<file path="config.mk">
export PLATFORM = sky130hd
export DESIGN_NAME = ssu_cell
export DESIGN_NICKNAME = d
export VERILOG_FILES = /design/src/hw/rtl/sorted_set_union_top_macros.svh /design/src/hw/rtl/ssu_pkg.sv /design/src/hw/rtl/ssu_cell.sv
export SDC_FILE = /design/constraint.sdc
export NUM_CORES = 1
export LEC_CHECK = 0
export BUFFER_PORTS_ARGS = -buffer_cell sky130_fd_sc_hd__buf_2
export CELL_PAD_IN_SITES_DETAIL_PLACEMENT = 2
export CELL_PAD_IN_SITES_GLOBAL_PLACEMENT = 2
export CORE_MARGIN = 4
export CORE_UTILIZATION = 28
export CTS_BUF_LIST = sky130_fd_sc_hd__clkbuf_8
export CTS_CLUSTER_DIAMETER = 100
export DETAILED_ROUTE_END_ITERATION = 12
export GPL_TIMING_DRIVEN = 0
export PLACE_DENSITY_LB_ADDON = 0.3
export RECOVER_POWER = 50
export SLEW_MARGIN = 30
export SYNTH_ARGS = -nofsm -noshare
export SYNTH_HDL_FRONTEND = slang
export SYNTH_SLANG_ARGS = --single-unit
export TNS_END_PERCENT = 50
</file>
<file path="constraint.sdc">
create_clock -name clock -period 8.85 [get_ports clock]
set_clock_uncertainty 0.05 [all_clocks]
set_input_delay 1.77 -clock clock [delete_from_list [all_inputs] [get_ports clock]]
set_output_delay 1.77 -clock clock [all_outputs]
set_load 0.005 [all_outputs]
</file>
<file path="src/hw/rtl/sorted_set_union_top_macros.svh">
// assertion macros for the sorted set union block
// used by sorted_set_union_top.sv; no other dependencies
`ifndef SORTED_SET_UNION_TOP_MACROS_SVH
`define SORTED_SET_UNION_TOP_MACROS_SVH

// same-cycle implication, checked outside reset
`define SSU_ASSERT_NOW(label, clk, rst, ante, cons, msg) \
   label: assert property (@(posedge clk) disable iff (rst) (ante) |-> (cons)) \
      else $error(msg);

// next-cycle implication, checked outside reset
`define SSU_ASSERT_NEXT(label, clk, rst, ante, cons, msg) \
   label: assert property (@(posedge clk) disable iff (rst) (ante) |=> (cons)) \
      else $error(msg);

`endif

</file>
<file path="src/hw/rtl/ssu_pkg.sv">
// shared types and constants for the sorted set union block
// no dependencies; used by ssu_cell and sorted_set_union_top
package ssu_pkg;

   // width of the value field on both channels
   localparam int IO_BITS   = 32;
   // widest internal value, used for sign extension in both directions
   localparam int WIDE_BITS = 64;

   // input beat
   typedef struct packed {
      logic signed [IO_BITS-1:0] value;
      logic                      last;
   } req_type;

   // result beat
   typedef struct packed {
      logic signed [IO_BITS-1:0] value_res;
      logic                      last_res;
      logic                      overflow;
   } rsp_type;

   // control handed from one cell to its right neighbor
   typedef struct packed {
      logic occ;  // cell holds a value
      logic gt;   // held value is greater than the broadcast value
   } link_type;

   // sequencer states
   typedef enum logic {
      ST_FILL,
      ST_DRAIN
   } state_type;

endpackage

</file>
<file path="src/hw/rtl/ssu_cell.sv">
// one cell of the sorted insertion chain: holds one value and its occupancy
// depends on ssu_pkg
module ssu_cell #(
   parameter int VALUE_BITS = 32
) (
   input  logic                         clock,
   input  logic                         reset,
   input  logic                         ins_en,
   input  logic                         shift_en,
   input  logic signed [VALUE_BITS-1:0] new_val,
   input  ssu_pkg::link_type            left_ctl,
   input  logic signed [VALUE_BITS-1:0] left_val,
   input  logic                         right_occ,
   input  logic signed [VALUE_BITS-1:0] right_val,
   output ssu_pkg::link_type            ctl,
   output logic signed [VALUE_BITS-1:0] val,
   output logic                         eq
);

   logic                         occ_ff;
   logic                         occ_in;
   logic signed [VALUE_BITS-1:0] val_ff;
   logic signed [VALUE_BITS-1:0] val_in;
   logic                         gt;
   logic                         take;

   // compare held value against the broadcast value
   assign gt   = occ_ff & (val_ff > new_val);
   assign eq   = occ_ff & (val_ff == new_val);
   assign take = ins_en & (gt | (~occ_ff & left_ctl.occ));

   // shift left on drain, otherwise insert or shift right
   always_comb begin
      occ_in = occ_ff;
      val_in = val_ff;
      if (shift_en) begin
         occ_in = right_occ;
         val_in = right_val;
      end else if (take) begin
         occ_in = 1'b1;
         val_in = left_ctl.gt ? left_val : new_val;
      end
   end

   // occupancy
   always_ff @(posedge clock) begin
      if (reset) begin
         occ_ff <= 1'b0;
      end else begin
         occ_ff <= occ_in;
      end
   end

   // held value
   always_ff @(posedge clock) begin
      val_ff <= val_in;
   end

   assign ctl.occ = occ_ff;
   assign ctl.gt  = gt;
   assign val     = val_ff;

endmodule
</file>
=== Word level (Yosys, flattened, before mapping) ===
Cells that the tools add are included.

* Order comparisons: 1
* Equal/unequal tests: 1
* Multiplexer cells: 5
* Bitwise operators: 6
* Reductions and logical operators: 1

{| class="wikitable"
|+ Operator list
! cell !! count
|-
| 32-bit two-way mux || 3
|-
| 32-bit equality test || 1
|-
| 32-bit > comparator || 1
|-
| 1-bit AND || 4
|-
| 1-bit two-way mux || 2
|-
| 2-bit nonzero test || 1
|-
| 1-bit inverter || 1
|-
| 1-bit bitwise OR || 1
|}

* Flip-flop bits (word level): 33
* Input port bits: 103
* Output and inout port bits: 35
* Word-level logic and storage cells: 16

=== Depth between registers and ports, before layout ===
* Word-level depth: 6
* Gate-level depth with buffers: 9
* Gate-level depth less buffers: 8

=== Worst setup path before layout ===
OpenSTA, ideal clock, no wires.

* Kind: input-to-output
* Start: input new_val[7]
* End: output ctl[0] (netlist bit)
* Arrival time: 3397 ps
* Data required time: 7030 ps
* Slack: 3633 ps
* Stages: 9
* Path buffers: 1
* Cells stage by stage: inv_1 ha_1 a21oi_2 o21ai_1 and2_0 o41a_1 or3_1 a21boi_1 buf_4

* Cells in the longest elaborated chain, start to end: 2

{| class="wikitable"
|+ RTL lines
! item !! line !! RTL
|-
| from (decl) || ssu_cell.sv:10 || <nowiki>input logic signed [VALUE_BITS-1:0] new_val,</nowiki>
|-
| 32-bit > comparator || ssu_cell.sv:28 || <nowiki>assign gt = occ_ff & (val_ff > new_val);</nowiki>
|-
| 1-bit AND || ssu_cell.sv:28 ||
|-
| to (decl) || ssu_cell.sv:15 || <nowiki>output ssu_pkg::link_type ctl,</nowiki>
|}

No other way between the ends.

=== Worst setup path after layout ===
* Start: input new_val[17]
* End: output ctl[0] (netlist bit)

The elaborated chain is that of the path after synthesis.

==> results.cfg <==
[global_route]
grt_pass1_vias = 2905
grt_usage = 0.164
grt_first_pass_wirelength_um = 14400
antenna_found_initial = 0
grt_max_degree = 21
grt.overflow.total = 0

[die]
die_height_um = 104
dieArea_mm2 = 0.0108
io_pins = 138
core-area_mm2 = 0.00885
num_rows = 34
die_w_um = 104
start_util = 0.291

[sta]
fmax_mhz = 174
slew_headroom = 0.430
rsz0062_at_grt = false
min_period_ps = 5730
worst_pin_slew_ps = 855
fin_tns_setup_ps = 0
fin_crit_sh = 0.648
finalSetupViolCount = 0
drv_slew = 0
hold_viol_final = 0

[detailed_routing]
drtPass1Iterations = 4
drc = 0
vias = 2592
drt_iter0_markers = 38
ant_nets = 0
wirelength_um = 8900
routedWlPerCell_um = 16.9
viasPerCell = 4.92

[critical_path]
path_class = in2out
cp-end-kind = primary output
cp-endpoint = ctl[0]
startpoint_type = input pin
worstPathRequired_ps = 7030
crit_start = new_val[17]
cp_max_fo = 4
r2r_end = val[17]
worstReg2RegStart = val[31]
regToRegSetupSlack_ps = 5840
crit_arrival_ps = 3910
rr_worst_depth = 8

[finish]
drive_gt1_frac = 0.301
fin_nets = 553
fin_cells = 527
fillCellCount = 1080
multi_input_area_mm2 = 0.00141
diodes = 0
syn_to_final_growth_pct = 34.6
seq_area_um2 = 981

[synthesis]
synthTopCellsByArea = edfxtp_1 (37%), ha_1 (16%), mux2i_1 (12%)
synth_edf_count = 32
ys.warnings.count = 0
ys_seq_area_frac = 0.381
synth.avg_cell_area_um2 = 9.36
async_flop_share = 0
synth_top_area_share = 0.373
synth_cells = 275
syn_area_mm2 = 0.00257
synth.distinct_cells = 35
ys.flop_type = edfxtp_1
yosys.area.top_type = edfxtp_1
synth_nets = 410
synth-seq-cells = 33

[hold_path]
hold_class = reg2reg

[clocking]
ctsHoldBuffers = 0
htree_levels = 2
cts_tree = yes
insertion_delay_ps = 280
path_clk_slew_ps = 70
cts_max_path_buffers = 2
numCtsBuffers = 5
clockRootBuffer = clkbuf_8
cts_num_sinks = 33
cts_resized = 0
cts_setup_buffers = 0

[placement]
port_buffers = 135
hpwl_um = 7480
dp.cells = 519
place_congestion = 0.777

[job]
max-cap-violations = 0

[status]
outcome = finished, final reports clean

[pwr]
cellLeakagePower_nw = 1.75
peakVddDrop_mv = 0.0554
cellPowerDensity_mw_per_mm2 = 130
==> critical path, cell delays in order <==
cell and delay, ps:
buf_2 90, inv_1 40, ha_1 300, a21oi_1 170
o21ai_0 180, a221oi_1 340, nand3_1 230, or3_1 390
a21boi_1 160, buf_4 120, buf_2 110
==> cells in the mapped netlist (2+ instances only) <==
master,n
nand2_1,41
o21ai_0,36
inv_1,34
edfxtp_1,32
ha_1,32
mux2i_1,32
a21oi_1,12
clkbuf_1,8
nand4_1,7
nor2_1,5
nand3_1,4
buf_2,3
a21o_1,2
a221oi_1,2
a2bb2oi_1,2
and3_1,2
buf_4,2
nor4_1,2
==> sequential cells by signal, indices dropped and copies added (netlist names) <==
register	cells
occ_ff	1
val	32
==> kinds of logic after synthesis <==
group / after synthesis / synth area share
and+or+nand+nor: 69 / 0.127
AOI/OAI and AO/OA: 62 / 0.139
buffers and inverters: 47 / 0.0729
DFF: 33 / 0.381
muxes: 32 / 0.124
adders and majority gates: 32 / 0.156
==> cell usage in the layout (no fill, tap or decap) <==
| cell type | count |
|---|---|
| nand3b_1 | 1 |
| nor3_1 | 1 |
| a211oi_2 | 1 |
| nand2_2 | 1 |
| a2111oi_0 | 1 |
| a21oi_2 | 1 |
| o21ai_0 | 36 |
| nand4_2 | 1 |
| and2_0 | 1 |
| and4_1 | 1 |
| a2bb2oi_1 | 2 |
| nor4_1 | 2 |
| o21ai_1 | 1 |
| nand3_1 | 4 |
| buf_4 | 1 |
| nor2b_1 | 1 |
| clkbuf_8 | 5 |
| dfxtp_1 | 1 |
| or3_1 | 1 |
| clkbuf_4 | 1 |
| buf_16 | 1 |
| nand4_1 | 7 |
| a31oi_1 | 1 |
| a21oi_1 | 12 |
| nor4_2 | 1 |
| buf_2 | 113 |
| o41a_1 | 1 |
| o211ai_1 | 1 |
| a221oi_1 | 2 |
| a21boi_1 | 1 |
| a21o_1 | 2 |
| inv_1 | 37 |
| edfxtp_1 | 32 |
| and3_1 | 2 |
| nand2_1 | 40 |
| clkbuf_1 | 33 |
| ha_1 | 32 |
| mux2i_1 | 32 |
| nor2_1 | 5 |
==> routing by layer <==
| metal | GRT usage | wire (um) | up-vias |
|---|---|---|---|
| met5 | 0 | 0 | - |
| li1 | - | - | 1273 |
| met4 | 0.0399 | 125 | 0 |
| met1 | 0.184 | 3740 | 1227 |
| met2 | 0.305 | 4490 | 83 |
| met3 | 0.0435 | 548 | 9 |
==> stage by stage <==
| step | hold slack, ps | area, um^2 | total power, mW | setup slack (ps) | util |
|---|---|---|---|---|---|
| after floorplan | 480 | 2570 | 0.276 | 3630 | - |
| after global placement | 517 | 3380 | 0.338 | 3250 | 0.382 |
| after detailed placement | 527 | 3410 | 0.347 | 3140 | 0.386 |
| after CTS | 555 | 3490 | 0.462 | 3130 | 0.395 |
| after global routing | 623 | 3460 | 0.481 | 3010 | 0.391 |
| final | 546 | 3460 | 0.450 | 3120 | 0.391 |
==> area by class of cell <==
| type | count | area share |
|---|---|---|
| buffer | 13 | 0.0163 |
| multi-input combinational | 195 | 0.406 |
| timing repair buffer | 136 | 0.195 |
| inverter | 34 | 0.0368 |
| tap | 108 | 0.0390 |
| clock inverter | 3 | 0.00325 |
| clock buffer | 5 | 0.0199 |
| sequential | 33 | 0.283 |
==> how the worst min path moves through the flow <==
stage	slack, ps	cells past startpoint	from	to
2_1_floorplan	480	2	occ_ff	occ_ff
3_3_place_gp	520	2	occ_ff	occ_ff
3_5_place_dp	530	2	occ_ff	occ_ff
4_1_cts	550	2	occ_ff	occ_ff
5_1_grt	620	2	occ_ff	occ_ff
6_report	550	2	occ_ff	occ_ff
==> where the power goes <==
part | switching [mW] | internal [mW]
registers | 0.00930 | 0.193
clock network | 0.0587 | 0.0526
logic | 0.0737 | 0.0629
Power figures use the tool's default switching activity.
